File: src/sv/rsfe_pkg.sv
package rsfe_pkg;

    localparam int MAX_FEATURES = 32;
    localparam int Q_DEPTH      = 4;
    localparam int Q_AW         = 2;

    localparam logic [31:0] SAMPLE_MASK_RST = 32'd127;

    localparam logic [63:0] LCG_MUL = 64'd6364136223846793005;
    localparam logic [63:0] LCG_ADD = 64'd1442695040888963407;
    localparam logic [63:0] SEED_A  = 64'd922;
    localparam logic [63:0] SEED_B  = 64'd314159;
    localparam logic [63:0] SF_MIX  = 64'h9e37_79b9_7f4a_7c15;

    typedef logic [31:0] t_coef_tab [MAX_FEATURES];

    localparam logic [31:0] GEAR_TAB [32] = '{
        32'h5C95C078, 32'h22408989, 32'h2D48A214, 32'h12842087,
        32'h530F8AFB, 32'h474536B9, 32'h2963B4F1, 32'h44CB738B,
        32'h4EA7403D, 32'h4D606B6E, 32'h074EC5D3, 32'h3AF39D18,
        32'h726003CA, 32'h37A62A74, 32'h51A2F58E, 32'h7506358E,
        32'h5D4AB128, 32'h4D4AE17B, 32'h41E85924, 32'h470C36F7,
        32'h4741CBE1, 32'h01BB7F30, 32'h617C1DE3, 32'h2B0C3A1F,
        32'h50C48F73, 32'h21A82D37, 32'h6095ACE0, 32'h419167A0,
        32'h3CAF49B0, 32'h40CEA62D, 32'h66BC1C66, 32'h545E1DAD
    };

    // elaboration-time LCG, one step per feature slot
    function automatic t_coef_tab build_coef(input logic [63:0] seed, input logic odd_bit);
        t_coef_tab   tab;
        logic [63:0] s;
        s = seed;
        for (int f = 0; f < MAX_FEATURES; f++) begin
            s = s * LCG_MUL + LCG_ADD;
            tab[f] = {1'b0, s[63:33]} | {31'b0, odd_bit};
        end
        return tab;
    endfunction

    localparam t_coef_tab COEF_A = build_coef(SEED_A, 1'b1);
    localparam t_coef_tab COEF_B = build_coef(SEED_B, 1'b0);

    typedef struct packed {
        logic [31:0] hash;
        logic        samp;
        logic        last;
    } t_evt;

    typedef struct packed {
        logic push;
        t_evt evt;
    } t_qwr;

    typedef struct packed {
        logic valid;
        t_evt evt;
    } t_qrd;

endpackage

File: src/sv/rsfe_queue.sv
module rsfe_queue (
    input  logic            i_clk,
    input  logic            i_rst_n,
    input  rsfe_pkg::t_qwr  i_qwr,
    input  logic            i_pop,
    output logic            o_full,
    output rsfe_pkg::t_qrd  o_qrd
);
    import rsfe_pkg::*;

    t_evt         r_mem [Q_DEPTH];
    logic [Q_AW:0] r_wp;
    logic [Q_AW:0] r_rp;

    assign o_full      = (r_wp - r_rp) == (Q_AW + 1)'(Q_DEPTH);
    assign o_qrd.valid = r_wp != r_rp;
    assign o_qrd.evt   = r_mem[r_rp[Q_AW-1:0]];

    always_ff @(posedge i_clk) begin
        if (i_qwr.push) begin
            r_mem[r_wp[Q_AW-1:0]] <= i_qwr.evt;
        end
    end

    always_ff @(posedge i_clk) begin
        if (!i_rst_n) begin
            r_wp <= '0;
            r_rp <= '0;
        end else begin
            if (i_qwr.push) begin
                r_wp <= r_wp + 1'b1;
            end
            if (i_pop) begin
                r_rp <= r_rp + 1'b1;
            end
        end
    end

endmodule

File: config.mk
export PLATFORM = sky130hd
export DESIGN_NAME = rsfe_queue
export DESIGN_NICKNAME = d
export VERILOG_FILES = /design/src/sv/rsfe_pkg.sv /design/src/sv/rsfe_queue.sv
export SDC_FILE = /design/constraint.sdc
export NUM_CORES = 1
export LEC_CHECK = 0
export BUFFER_PORTS_ARGS = -buffer_cell sky130_fd_sc_hd__buf_2
export CORE_ASPECT_RATIO = 2
export CORE_MARGIN = 3
export CORE_UTILIZATION = 40
export DETAILED_ROUTE_END_ITERATION = 8
export SLEW_MARGIN = 20
export SYNTH_ARGS = -nofsm -noshare
export SYNTH_HDL_FRONTEND = slang
export SYNTH_SLANG_ARGS = --single-unit
File: constraint.sdc
create_clock -name i_clk -period 4.2 [get_ports i_clk]
set_input_delay 0.42 -clock i_clk [delete_from_list [all_inputs] [get_ports i_clk]]
set_output_delay 0.42 -clock i_clk [all_outputs]
set_load 0.1 [all_outputs]
# ---- Word level (Yosys, flattened, before mapping)
# Memory sizes are Yosys's and may differ from the RTL's. A register that Yosys moved wholly into a read port is not among the register bits.
# Cells that the tools add are included.
dict set report op_classes {
  n_addsub 3
  n_eq_ne 2
  n_mux 4
}
# cell n
set ops {}
lappend ops {{$add 3x1->3 const B} 2}
lappend ops {{$mux 2} 2}
lappend ops {{$eq 3x3->1 const B} 1}
lappend ops {{$ne 3x3->1} 1}
lappend ops {{$sub 3x3->3} 1}
lappend ops {{$mux 1} 2}
dict set report totals {
  regBits 6
  n_memories 1
  ram_bits 136
  elab_cells 12
  input_bits 38
}
# memory words word_bits read_ports rd_clocked_by_memory_dff write_ports line_no
set memory_table {}
lappend memory_table {r_mem 4 34 1 1 1 rsfe_queue.sv:11} ;# t_evt r_mem [Q_DEPTH];

# ---- Longest topological paths before layout
dict set report depth {
  word_depth 3
  mapped_depth 5
  depth_no_buf 5
}

# ---- Least setup slack after synthesis
# Ideal clock, no wire load.
dict set report synth_path {
  path_type {reg2out}
  start {reg r_wp[0]}
  end {out o_full}
  setup_slack_ns 2.118
  arrival_time_ns 1.662
  stages_incl_launch_ff 6
  path_cell_list {dfxtp_1 -> inv_1 -> ha_1 -> nor2b_1 -> xnor2_1 -> and3_1}
}
dict set report synth_via {
  elab_chain_len 2
}
# item line_no
set synth_rtl {}
lappend synth_rtl {{start, declared} rsfe_queue.sv:12} ;# logic [Q_AW:0] r_wp;
lappend synth_rtl {{start signal, assigned} rsfe_queue.sv:31} ;# r_wp <= r_wp + 1'b1;
lappend synth_rtl {{$sub 3x3->3} rsfe_queue.sv:15} ;# assign o_full = (r_wp - r_rp) == (Q_AW + 1)'(Q_DEPTH);
lappend synth_rtl {{$eq 3x3->1} rsfe_queue.sv:15}
lappend synth_rtl {{end, declared} rsfe_queue.sv:6} ;# output logic o_full,
# Every way passes these cells.

==> results.cfg <==
[floorplan]
start_util_pct = 41.1
rows = 59
die_x_um = 88.0
die_y_um = 170
core_area_um2 = 13100
io_pins = 74
dieArea_um2 = 15000

[routing]
dr.pass1.iters = 4
vias_per_cell = 5.04
routed_wl_um = 9090
vias = 2365
route.detailed.drc = 0
drt-wirelength-per-cell_um = 19.4
first_iter_violations = 120
ant_nets = 0

[clocking]
cts_resized = 0
clk_transition_reported_paths_ns = 0.06
insertion_delay_ns = 0.41
holdBufCountCts = 0
numCtsBuffers = 17
cts_setup_buffers = 0
cts.htree.levels = 4
clock-sinks = 144
cts_tree = built
clock_path_buffers = 2
clockRootBuffer = clkbuf_16

[sta]
max_clock_freq_mhz = 337
finalHoldViolCount = 0
maxSlewViolCount = 0
fin_crit_sh_pct = 70.6
final.setup.tns_ns = 0
fin_crit_ns = 2.97
finalSetupViolations = 0
skew_ns = 0.00681
worst_slew_pin_slew_ns = 0.977
rsz0062_at_grt = false
setup_ws_ns = 1.23
relSlewSlack_pct = 34.9

[place]
gp_congestion = 0.680
postPlaceCellArea_um2 = 5860
dp_cells = 437
numPortBuffers = 73
dp_worst_setup_slack_ns = 1.56

[global_route]
grt.overflow.total = 0
track_usage_pct = 13.5
grt_max_degree = 36
antenna_found_initial = 0
grt_pass1_vias = 2592
grt_pass1_wl_um = 14100

[power]
cellLeakagePower_uw = 0.00221
ir_drop_v = 0.000279
power_density_nw_per_um2 = 584

[finish]
register_area_um2 = 4250
area_growth_pct = 19.6
fin_util_pct = 49.2
fin_area_um2 = 6430
diodes = 0
drive_gt1_share_pct = 43.8
nets = 349
instances_no_fill = 469
fillers = 1068
multi_input_area_um2 = 1040

[setup_path]
worstPathMaxFanout = 26
crit_end = o_qrd[27]
r2r.worst_path.cells = 3
crit_arrival_ns = 2.55
path_class = reg -> out
critPathLaunchType = flip-flop
r2r_slack_ns = 2.44
reg2reg_from = r_wp[0]
rr_endpoint = r_mem[0][3]
cp.required_ns = 3.78
critPathCaptureType = output port

[synth]
syn_nets = 264
synthTopCellsByCount = edfxtp_1, mux4_2, and2_1, dfxtp_1, ha_1
async_reset_ff_share_pct = 0
syn_area_per_cell_um2 = 24.5
synth_flop_cell = edfxtp_1
netlist_area_um2 = 5380
yosysTopAreaCell = edfxtp_1
synth-edff-count = 136
synth-seq-cells = 144
ys_warn_count = 0
yosysSeqAreaShare_pct = 78.9
synth_most_common_cell = edfxtp_1
synthCells = 219
yosysTopAreaCellShare_pct = 76.0
yosysUniqueCellTypes = 18
synthTopCellsByArea = edfxtp_1, mux4_2, dfxtp_1

[flow_run]
cap_violations = 0

[outcome]
outcome = completed

[min_path]
hold_path_class = in -> reg
==> metal layers <==
metal | vias to the layer above | track usage [%] | part of all wire [%]
met5 | - | 0 | 0
met4 | 0 | 5.74 | 1.7
met3 | 11 | 5.18 | 5.5
met2 | 62 | 23.9 | 58
met1 | 1209 | 13.8 | 35
li1 | 1083 | - | -
==> worst max-delay path: stages, from the launching register on <==
cell and delay (ns):
dfxtp_2 0.94, buf_4 0.36, mux4_2 0.52, buf_2 0.30
==> cells in the final DEF, fill, tap and decap left out, types with 5 or more instances in the layout <==
master / netlist / final
dfxtp_1: 8 / 6
buf_2: 3 / 73
clkbuf_16: 0 / 17
ha_1: 7 / 7
clkinv_4: 0 / 5
edfxtp_1: 136 / 136
mux4_2: 30 / 30
==> power breakdown <==
group | internal (uW) | switching [uW]
Sequential | 1650 | 42.0
Clock | 870 | 550
Combinational | 136 | 512
Total | 2650 | 1100
==> cell families after synthesis <==
family / Yosys count / synth area share (%)
DFF: 144 / 78.9
adders and majority gates: 7 / 1.63
and+or+nand+nor: 15 / 1.68
muxes: 36 / 14.9
xor gates and xnor gates: 6 / 0.977
buffers and inverters: 11 / 1.88
==> stage by stage <==
| stage | total power (uW) | hold slack [ns] |
|---|---|---|
| 2_1_floorplan | 2270 | 0.519 |
| 3_5_place_dp | 2380 | 0.554 |
| 5_1_grt | 3890 | 0.207 |
| 4_1_cts | 3800 | 0.195 |
| 3_3_place_gp | 2370 | 0.546 |
| 6_report | 3760 | 0.219 |
==> layout make-up <==
cell class                 count  share of cell area (%)
clock inverter                14                    2.24
inverter                       3                   0.175
clock buffer                  18                    6.67
timing repair buffer          74                    5.80
sequential                   144                    66.0
multi-input combinational     64                    16.1
tap                          152                    2.96
==> sequential cells by signal, indices dropped and copies added, names as in the netlist, named ones only <==
signal and count:
r_mem 136, r_rp 3, r_wp 3
==> worst min-delay path by stage <==
stage,slack (ns),start,to,cells after the start
after CTS,0.19,i_qwr[16],r_mem[3][16],1
after floorplan,0.52,i_qwr[0],r_mem[0][0],0
final,0.22,i_qwr[16],r_mem[3][16],1
after detailed placement,0.55,r_wp[2],r_wp[2],2
after global routing,0.21,i_qwr[23],r_mem[2][23],1
after global placement,0.55,r_rp[1],flip-flop,2
No activity file was read; power rests on OpenSTA's default activity.
