$ cat src/sv/rsfe_pkg.sv
package rsfe_pkg;

    localparam int MAX_FEATURES = 32;
    localparam int Q_DEPTH      = 4;
    localparam int Q_AW         = 2;

    localparam logic [31:0] SAMPLE_MASK_RST = 32'd127;

    localparam logic [63:0] LCG_MUL = 64'd6364136223846793005;
    localparam logic [63:0] LCG_ADD = 64'd1442695040888963407;
    localparam logic [63:0] SEED_A  = 64'd922;
    localparam logic [63:0] SEED_B  = 64'd314159;
    localparam logic [63:0] SF_MIX  = 64'h9e37_79b9_7f4a_7c15;

    typedef logic [31:0] t_coef_tab [MAX_FEATURES];

    localparam logic [31:0] GEAR_TAB [32] = '{
        32'h5C95C078, 32'h22408989, 32'h2D48A214, 32'h12842087,
        32'h530F8AFB, 32'h474536B9, 32'h2963B4F1, 32'h44CB738B,
        32'h4EA7403D, 32'h4D606B6E, 32'h074EC5D3, 32'h3AF39D18,
        32'h726003CA, 32'h37A62A74, 32'h51A2F58E, 32'h7506358E,
        32'h5D4AB128, 32'h4D4AE17B, 32'h41E85924, 32'h470C36F7,
        32'h4741CBE1, 32'h01BB7F30, 32'h617C1DE3, 32'h2B0C3A1F,
        32'h50C48F73, 32'h21A82D37, 32'h6095ACE0, 32'h419167A0,
        32'h3CAF49B0, 32'h40CEA62D, 32'h66BC1C66, 32'h545E1DAD
    };

    // elaboration-time LCG, one step per feature slot
    function automatic t_coef_tab build_coef(input logic [63:0] seed, input logic odd_bit);
        t_coef_tab   tab;
        logic [63:0] s;
        s = seed;
        for (int f = 0; f < MAX_FEATURES; f++) begin
            s = s * LCG_MUL + LCG_ADD;
            tab[f] = {1'b0, s[63:33]} | {31'b0, odd_bit};
        end
        return tab;
    endfunction

    localparam t_coef_tab COEF_A = build_coef(SEED_A, 1'b1);
    localparam t_coef_tab COEF_B = build_coef(SEED_B, 1'b0);

    typedef struct packed {
        logic [31:0] hash;
        logic        samp;
        logic        last;
    } t_evt;

    typedef struct packed {
        logic push;
        t_evt evt;
    } t_qwr;

    typedef struct packed {
        logic valid;
        t_evt evt;
    } t_qrd;

endpackage

$ cat src/sv/rsfe_if.sv


interface rsfe_out_if;
    logic        valid;
    logic        ready;
    logic [63:0] super_feature;
    logic [1:0]  group_index;
    logic        group_last;

    modport source (output valid, output super_feature, output group_index,
                    output group_last, input ready);
    modport sink (input valid, input super_feature, input group_index,
                  input group_last, output ready);
endinterface


$ cat src/sv/rsfe_back.sv
module rsfe_back #(
    parameter int NUM_FEATURES = 12,
    parameter int NUM_SUPER    = 3
) (
    input  logic            i_clk,
    input  logic            i_rst_n,
    input  rsfe_pkg::t_qrd  i_qrd,
    output logic            o_pop,
    rsfe_out_if.source      o_sf
);
    import rsfe_pkg::*;

    localparam int PER = NUM_FEATURES / NUM_SUPER;
    localparam int FW  = (NUM_FEATURES > 1) ? $clog2(NUM_FEATURES) : 1;
    localparam int GW  = (NUM_SUPER > 1) ? $clog2(NUM_SUPER) : 1;
    localparam int IW  = (PER > 1) ? $clog2(PER) : 1;

    typedef enum logic [7:0] {
        S_IDLE = 8'b0000_0001,
        S_SMUL = 8'b0000_0010,
        S_SCMP = 8'b0000_0100,
        S_F0   = 8'b0000_1000,
        S_F1   = 8'b0001_0000,
        S_F2   = 8'b0010_0000,
        S_F3   = 8'b0100_0000,
        S_EMIT = 8'b1000_0000
    } t_bstate;

    t_bstate     r_state;
    logic [FW-1:0] r_feat;
    logic [GW-1:0] r_grp;
    logic [IW-1:0] r_item;
    logic [63:0] r_feats [NUM_FEATURES];
    logic [63:0] r_prod;
    logic [63:0] r_part;
    logic [63:0] r_acc;
    logic        r_ovalid;
    logic [63:0] r_osf;
    logic [1:0]  r_ogrp;
    logic        r_olast;

    logic [31:0] mul_a;
    logic [31:0] mul_b;
    logic [63:0] cur;
    logic [63:0] cand;
    logic [31:0] hi_sum;
    logic        out_free;
    logic        emit;
    logic        grp_last;

    assign cur      = r_feats[r_feat];
    assign cand     = r_prod + {32'd0, COEF_B[5'(r_feat)]};
    assign hi_sum   = r_part[63:32] + r_prod[31:0];
    assign out_free = !r_ovalid || o_sf.ready;
    assign grp_last = r_grp == GW'(NUM_SUPER - 1);
    assign emit     = (r_state == S_EMIT) && out_free;
    assign o_pop    = (emit && grp_last) ||
                      ((r_state == S_SCMP) && (r_feat == FW'(NUM_FEATURES - 1)) &&
                       !i_qrd.evt.last);

    assign o_sf.valid         = r_ovalid;
    assign o_sf.super_feature = r_osf;
    assign o_sf.group_index   = r_ogrp;
    assign o_sf.group_last    = r_olast;

    // shared 32x32 multiplier
    always_comb begin
        case (r_state)
            S_SMUL: begin
                mul_a = i_qrd.evt.hash;
                mul_b = COEF_A[5'(r_feat)];
            end
            S_F0: begin
                mul_a = cur[31:0];
                mul_b = SF_MIX[31:0];
            end
            S_F1: begin
                mul_a = cur[63:32];
                mul_b = SF_MIX[31:0];
            end
            S_F2: begin
                mul_a = cur[31:0];
                mul_b = SF_MIX[63:32];
            end
            default: begin
                mul_a = 32'd0;
                mul_b = 32'd0;
            end
        endcase
    end

    always_ff @(posedge i_clk) begin
        r_prod <= 64'(mul_a) * 64'(mul_b);
        case (r_state)
            S_F1: r_part <= r_prod;
            S_F2: r_part[63:32] <= hi_sum;
            default: r_part <= r_part;
        endcase
        if (emit) begin
            r_osf   <= r_acc;
            r_ogrp  <= 2'(r_grp);
            r_olast <= grp_last;
        end
    end

    always_ff @(posedge i_clk) begin
        if (!i_rst_n) begin
            r_state  <= S_IDLE;
            r_feat   <= '0;
            r_grp    <= '0;
            r_item   <= '0;
            r_acc    <= '0;
            r_ovalid <= 1'b0;
            for (int f = 0; f < NUM_FEATURES; f++) begin
                r_feats[f] <= 64'd0;
            end
        end else begin
            if (emit) begin
                r_ovalid <= 1'b1;
            end else if (o_sf.ready) begin
                r_ovalid <= 1'b0;
            end
            case (r_state)
                S_IDLE: begin
                    r_feat <= '0;
                    r_grp  <= '0;
                    r_item <= '0;
                    r_acc  <= '0;
                    if (i_qrd.valid) begin
                        if (i_qrd.evt.samp) begin
                            r_state <= S_SMUL;
                        end else begin
                            r_state <= (PER == 0) ? S_EMIT : S_F0;
                        end
                    end
                end
                S_SMUL: begin
                    r_state <= S_SCMP;
                end
                S_SCMP: begin
                    if (cand > cur) begin
                        r_feats[r_feat] <= cand;
                    end
                    if (r_feat == FW'(NUM_FEATURES - 1)) begin
                        r_feat <= '0;
                        if (i_qrd.evt.last) begin
                            r_state <= (PER == 0) ? S_EMIT : S_F0;
                        end else begin
                            r_state <= S_IDLE;
                        end
                    end else begin
                        r_feat  <= r_feat + 1'b1;
                        r_state <= S_SMUL;
                    end
                end
                S_F0: r_state <= S_F1;
                S_F1: r_state <= S_F2;
                S_F2: r_state <= S_F3;
                S_F3: begin
                    r_acc  <= r_acc ^ {hi_sum, r_part[31:0]};
                    r_feat <= r_feat + 1'b1;
                    if (r_item == IW'(PER - 1)) begin
                        r_item  <= '0;
                        r_state <= S_EMIT;
                    end else begin
                        r_item  <= r_item + 1'b1;
                        r_state <= S_F0;
                    end
                end
                S_EMIT: begin
                    if (out_free) begin
                        r_acc <= '0;
                        if (grp_last) begin
                            for (int f = 0; f < NUM_FEATURES; f++) begin
                                r_feats[f] <= 64'd0;
                            end
                            r_state <= S_IDLE;
                        end else begin
                            r_grp   <= r_grp + 1'b1;
                            r_state <= (PER == 0) ? S_EMIT : S_F0;
                        end
                    end
                end
                default: r_state <= S_IDLE;
            endcase
        end
    end

endmodule

$ cat src/flat_wrapper.sv
// flat-port wrapper written by rule: the top's interface ports become plain ports
module rsfe_back_flat import rsfe_pkg::*;
#(
    parameter int NUM_FEATURES = 12,
    parameter int NUM_SUPER    = 3
)
  (i_clk, i_rst_n, i_qrd, o_pop, o_sf_valid, o_sf_super_feature, o_sf_group_index, o_sf_group_last, o_sf_ready);
  rsfe_out_if o_sf_i ();
  input  logic i_clk;
  input  logic i_rst_n;
  input  rsfe_pkg::t_qrd i_qrd;
  output logic o_pop;
  output wire logic [$bits(o_sf_i.valid)-1:0] o_sf_valid;
  output wire logic [$bits(o_sf_i.super_feature)-1:0] o_sf_super_feature;
  output wire logic [$bits(o_sf_i.group_index)-1:0] o_sf_group_index;
  output wire logic [$bits(o_sf_i.group_last)-1:0] o_sf_group_last;
  input wire logic [$bits(o_sf_i.ready)-1:0] o_sf_ready;
  assign o_sf_valid = o_sf_i.valid;
  assign o_sf_super_feature = o_sf_i.super_feature;
  assign o_sf_group_index = o_sf_i.group_index;
  assign o_sf_group_last = o_sf_i.group_last;
  assign o_sf_i.ready = o_sf_ready;
  rsfe_back #(.NUM_FEATURES(NUM_FEATURES), .NUM_SUPER(NUM_SUPER)) u_core (.i_clk(i_clk), .i_rst_n(i_rst_n), .i_qrd(i_qrd), .o_pop(o_pop), .o_sf(o_sf_i));
endmodule
$ cat config.mk
export PLATFORM = sky130hd
export DESIGN_NAME = rsfe_back_flat
export DESIGN_NICKNAME = d
export VERILOG_FILES = /design/src/sv/rsfe_pkg.sv /design/src/sv/rsfe_if.sv /design/src/sv/rsfe_back.sv /design/src/flat_wrapper.sv
export SDC_FILE = /design/constraint.sdc
export NUM_CORES = 2
export LEC_CHECK = 0
export ABC_AREA = 1
export BUFFER_PORTS_ARGS = -buffer_cell sky130_fd_sc_hd__buf_2
export CORE_ASPECT_RATIO = 0.5
export CORE_MARGIN = 4
export CORE_UTILIZATION = 50
export CTS_CLUSTER_SIZE = 16
export DETAILED_ROUTE_END_ITERATION = 7
export GPL_ROUTABILITY_DRIVEN = 0
export PLACE_DENSITY = 0.65
export SLEW_MARGIN = 5
export SYNTH_ARGS = -nofsm -noshare
export SYNTH_HDL_FRONTEND = slang
export SYNTH_SLANG_ARGS = --single-unit
export TNS_END_PERCENT = 50
$ cat constraint.sdc
create_clock -name i_clk -period 10.5 [get_ports i_clk]
set_clock_uncertainty 0.1 [all_clocks]
set_input_delay 1.05 -clock i_clk [delete_from_list [all_inputs] [get_ports i_clk]]
set_output_delay 1.05 -clock i_clk [all_outputs]
set_load 0.02 [all_outputs]
=== Word level (Yosys, flattened, before mapping) ===
Memories as Yosys holds them, arrays and structs flattened. A register that Yosys moved wholly into a read port is not among the register bits.
Cells that the tools add are included.

* Add/sub/neg operators: 5
* $mul: 1
* Magnitude comparators: 2
* Equal/unequal tests: 14
* Multiplexer cells: 53
* Bitwise logic cells: 14
* Reductions and logical operators: 20

{| class="wikitable"
|+ Operators with widths
! kind !! count
|-
| $mux W64 || 14
|-
| $pmux W32 S3 || 2
|-
| $pmux W64 S3 || 1
|-
| $mux W32 || 4
|-
| $add A64 B32 Y64 || 1
|-
| $gt A64 B64 Y1 || 1
|-
| $mul A32 B32 Y64 || 1
|-
| $pmux W32 S2 || 1
|-
| $pmux W8 S8 || 1
|-
| $reduce_or A64 Y1 || 1
|-
| $xor A64 B64 Y64 || 1
|-
| $add A32 B32 Y32 || 1
|-
| $mux W4 || 8
|-
| $mux W8 || 3
|-
| $mux W1 || 13
|-
| $or A1 B1 Y1 || 12
|-
| $pmux W4 S3 || 1
|-
| $eq A8 B1 Y1 const B || 1
|-
| $eq A8 B2 Y1 const B || 1
|-
| $eq A8 B3 Y1 const B || 1
|-
| $eq A8 B4 Y1 const B || 1
|-
| $eq A8 B5 Y1 const B || 1
|-
| $eq A8 B6 Y1 const B || 1
|-
| $eq A8 B7 Y1 const B || 1
|-
| 19 further kinds || 36
|}

* Flip-flop bits (word level): 276
* RAM bits: 768
* ROM bits: 2,048
* Input bits: 38
* Output and inout bits: 69
* Word-level logic and storage cells: 124
* Memories kept: 3

{| class="wikitable"
|+ Memories
! name !! depth !! width !! read ports !! clocked after Yosys merged registers in !! write ports !! RTL line !! RTL
|-
| (name not given) || 32 || 32 || 1 || 0 || 0 || rsfe_back.sv:71 || <nowiki>mul_b = COEF_A[5'(r_feat)];</nowiki>
|-
| (name not given) || 32 || 32 || 1 || 0 || 0 || rsfe_back.sv:52 || <nowiki>assign cand = r_prod + {32'd0, COEF_B[5'(r_feat)]};</nowiki>
|-
| u_core.r_feats || 12 || 64 || 1 || 1 || 12 || rsfe_back.sv:33 || <nowiki>logic [63:0] r_feats [NUM_FEATURES];</nowiki>
|}

=== Longest topological paths before layout ===
* Word-level depth: 12
* Gate-level depth with buffers: 43
* Mapped depth without buffers: 39

=== Worst setup path after synthesis ===
No wires, ideal clock.

* Path kind: register to register
* From: register u_core.r_feat[3]
* To: memory u_core.r_feats[15][0] (enable)
* Setup time: 486 ps
* Arrival time: 7,268 ps
* Required time: 9,914 ps
* Slack: 2,646 ps
* Stages on the path, launching flop included: 33
* Buffers on the path: 5
* Clock period less this slack: 7,854 ps
* Path through: dfxtp_1 -> buf_2 -> inv_1 -> buf_2 -> clkbuf_1 -> o21ai_0 -> o22ai_1 -> ha_1 -> inv_1 -> fa_1 -> nand3b_1 -> nand2_1 -> nand2_1 -> nand2_1 -> nand3_1 -> nand2_1 -> nand2_1 -> nand2_1 -> xor2_1 -> clkbuf_1 -> inv_1 -> ha_1 -> nand2_1 -> nor2_1 -> nand2_1 -> nor2_1 -> nand2_1 -> nand2_1 -> nand2_1 -> nand2_1 -> buf_2 -> nand3_1 -> nor2_1

{| class="wikitable"
|+ RTL lines
! what !! RTL line !! RTL
|-
| from (decl) || rsfe_back.sv:30 || <nowiki>logic [FW-1:0] r_feat;</nowiki>
|-
| from (signal assigned) || rsfe_back.sv:152 || <nowiki>r_feat <= r_feat + 1'b1;</nowiki>
|-
| from (signal assigned) || rsfe_back.sv:161 || <nowiki>r_feat <= r_feat + 1'b1;</nowiki>
|-
| to (decl) || rsfe_back.sv:33 ||
|}

==> impl_metrics.json <==
{
  "cts_buffer_depth": 3,
  "fmax_mhz": 104,
  "grt_pass1_vias": 75800,
  "routed_wl_mm": 316,
  "peakVddDrop_v": 0.000201,
  "use_met1_pct": 42.5,
  "fin_cells": 13500,
  "met3_usage_pct": 7.82,
  "slew_viol_final": 0,
  "synth_ff_type": "edfxtp_1",
  "layout-drive-gt1-share_pct": 6.14,
  "rr_endpoint": "u_core.r_prod[63]$_DFF_P_",
  "grt_antenna_before_repair": 11,
  "worst_path_dominant_cell_family": "adder cells",
  "fp.dieW_um": 632,
  "cts.clk_slew.worst_paths_ns": 0.06,
  "grt_pass1_wl_mm": 475,
  "p_switching_mw": 3.89,
  "rows": 114,
  "crit_path_end": "u_core.r_prod[63]$_DFF_P_",
  "grt_max_degree": 206,
  "ys_async_sr_fraction_pct": 0,
  "synth_largest_area_cell": "edfxtp_1",
  "status": "finished, final reports clean",
  "power_leakage_nw": 49.1,
  "detail_route.first_pass.iterations": 7,
  "dp_hpwl_mm": 217,
  "cp-start-kind": "flop",
  "synth.area.top_cells": "edfxtp_1 (36%), fa_1 (18%), inv_1 (7.9%)",
  "clock_sinks": 1304,
  "min_period_ns": 9.64,
  "post-place-cells": 13300,
  "synth.most_common_cell": "inv_1",
  "port-buffer-count": 106,
  "cp.depth": 30,
  "setup_viol": 0,
  "core-area_um2": 193000,
  "start_util_pct": 50.3,
  "whs_ns": 0.330,
  "synth_cells": 10900,
  "drtIter0Drc": 10100,
  "crit_top_cell": "fa_1",
  "fin_nets": 12100,
  "r2r_slack_ns": 0.86,
  "worst_path_max_delay_cell": "inv_4",
  "timing.final.ws_setup_ns": 0.858,
  "max_slew_margin_pct": 10.2,
  "setup_tns_ns": 0,
  "dr_total_vias": 77400,
  "postLayoutCoreUtil_pct": 54.0,
  "syn_area_per_cell_um2": 8.90,
  "antenna_left": 0,
  "post-place-ws_ns": 1.01,
  "powerDensity_nw_per_um2": 124,
  "synth_edf_count": 1155,
  "cts_tree": "done",
  "die_h_um": 320,
  "synth_seq_area_share_pct": 38.7,
  "yosys_warnings": 0,
  "area_delta_synth_final_pct": 7.41,
  "cp_max_fo": 51,
  "track_usage_pct": 31.2,
  "die-area_um2": 202000,
  "cp_num_buf_inv": 6,
  "combPwrFrac_pct": 17.3,
  "wl_per_cell_um": 23.4,
  "worstHoldPathType": "flop to flop",
  "tightest_slew_ns": 1.34,
  "use_met2_pct": 47.5,
  "end_kind": "flop",
  "post_cts_resized": 0,
  "maxCapViolations": 0,
  "htree_levels": 4,
  "routed_via_density": 5.73,
  "busiest_layer": "met2",
  "critPathArrivalTime_ns": 10.21,
  "crit_type": "flop to flop",
  "synth_seq_cells": 1304,
  "final_hold_viol_count": 0,
  "cp_slowest_stage_delay_ns": 0.75,
  "ys_types": 51,
  "post_cts_buffers": 0,
  "power_switching_share_pct": 30.1,
  "power.total_mw": 12.9,
  "p_clk_share_pct": 36.8,
  "drc": 0,
  "sequentialPowerShare_pct": 45.8,
  "synth.top_cell.area_share_pct": 35.7,
  "syn-cell-area_um2": 97200,
  "rsz0062_at_grt": "false",
  "stdcell_area_um2": 104000,
  "post-route-period-util_pct": 91.8,
  "grt_overflow": 0,
  "clk_latency_ns": 0.78,
  "syn_nets": 12300,
  "required_ns": 11.07,
  "cts_buffers": 130,
  "p_int_mw": 9.03,
  "placed_area_um2": 100000,
  "ios": 107,
  "cts_root_buffer": "clkbuf_16",
  "holdBufCountCts": 0,
  "synth_common_cells": "inv_1 (2049), nand2_1 (1996), nor2_1 (1668), edfxtp_1 (1155), fa_1 (898)",
  "rr_worst_depth": 30
}
-- cell type report --
cell class              count  area, um^2
well taps                2610        3270
inverters                2071        7800
clock inverters            60         591
fillers                 17300       88900
repair buffers            332        2410
multi-input cells        6948       49000
diodes                      3        7.51
clock buffers             172        3670
flip-flops and latches   1304       37700
-- worst reg2reg max path: cells and delay by family (launching register included) --
family | cells | cell delay [ns]
buf+inv | 6 | 1.98
simple gates | 10 | 1.49
fa+ha+maj | 9 | 4.23
compound gates | 5 | 1.32
flops | 1 | 0.43
-- logic make-up (layout without fill, tap and decap cells) --
family,count (synthesis),after routing,synth area share [%]
flip-flops,1304,1304,38.7
AND/OR/NAND/NOR,4192,4192,17.3
other,0,3,0
buffers and inverters,2672,2635,11.2
adder cells (fa/ha/maj),1304,1304,23.7
XOR/XNOR,92,92,0.829
AO/OA/AOI/OAI,1360,1360,8.20
-- per-layer routing --
metal | share of wire, % | wire [um]
met1 | 39 | 123000
met2 | 44 | 139000
met3 | 12 | 38300
met4 | 4.9 | 15400
met5 | 0.029 | 91
-- registers in the layout, indices dropped and copies added, names as in the netlist, named ones only --
signal and cells:
u_core.r_feats 1024, u_core.r_part 64, u_core.o_sf.valid 1, u_core.r_acc 64, u_core.r_item 2, u_core.o_sf.group_last 1
u_core.r_feat 4, u_core.r_grp 2, u_core.o_sf.super_feature 64, u_core.r_state 8, u_core.o_sf.group_index 2, u_core.r_prod 64
-- power by group through the flow --
| stage | combinational [mW] | sequential (mW) | clock [mW] |
|---|---|---|---|
| floorplan | 1.40 | 5.97 | 0 |
| global placement | 2.14 | 6.02 | 0 |
| detailed placement | 2.17 | 6.02 | 0 |
| CTS | 2.18 | 5.91 | 4.77 |
| global route | 2.42 | 5.92 | 5.00 |
| finish | 2.24 | 5.92 | 4.76 |
-- how the worst min path moves through the flow --
stage | from | to | slack (ns) | cells past startpoint
after floorplan | u_core.r_grp[0]$_SDFFE_PN0P_ | u_core.o_sf.group_index[0]$_DFFE_PP_ | 0.31 | 0
after global placement | u_core.r_acc[58]$_SDFFE_PN0P_ | u_core.o_sf.super_feature[58]$_DFFE_PP_ | 0.31 | 0
after detailed placement | u_core.r_acc[46]$_SDFFE_PN0P_ | u_core.o_sf.super_feature[46]$_DFFE_PP_ | 0.32 | 0
after CTS | u_core.r_acc[56]$_SDFFE_PN0P_ | u_core.o_sf.super_feature[56]$_DFFE_PP_ | 0.33 | 0
after global routing | u_core.r_acc[61]$_SDFFE_PN0P_ | u_core.o_sf.super_feature[61]$_DFFE_PP_ | 0.34 | 0
final | u_core.r_acc[56]$_SDFFE_PN0P_ | u_core.o_sf.super_feature[56]$_DFFE_PP_ | 0.33 | 0
-- placed cells by master (no fill, tap or decap), types with 12 or more instances in the layout --
| master | netlist | routed |
|---|---|---|
| inv_1 | 2049 | 2048 |
| nand2_4 | 0 | 12 |
| inv_2 | 21 | 19 |
| buf_2 | 186 | 106 |
| o21ai_0 | 690 | 690 |
| ha_1 | 406 | 406 |
| buf_12 | 0 | 15 |
| xor2_1 | 74 | 70 |
| clkinv_1 | 0 | 19 |
| a21oi_1 | 262 | 260 |
| clkbuf_16 | 0 | 140 |
| nor3_1 | 92 | 89 |
| clkinv_2 | 0 | 20 |
| nand3_2 | 29 | 29 |
| and3_1 | 42 | 42 |
| nor2_2 | 33 | 32 |
| a21o_1 | 12 | 12 |
| nand3b_1 | 13 | 13 |
| xnor2_1 | 18 | 18 |
| o21ai_2 | 4 | 14 |
| fa_1 | 898 | 898 |
| clkbuf_1 | 243 | 27 |
| o211ai_1 | 80 | 80 |
| dfxtp_1 | 149 | 145 |
| o21bai_1 | 18 | 18 |
| nand2_1 | 1996 | 1983 |
| nand3_1 | 246 | 246 |
| edfxtp_1 | 1155 | 1155 |
| nand4_1 | 49 | 49 |
| o22ai_1 | 62 | 62 |
| buf_4 | 98 | 211 |
| o221ai_1 | 181 | 181 |
| nor2_1 | 1668 | 1664 |
(Power assumes the default switching activity.)
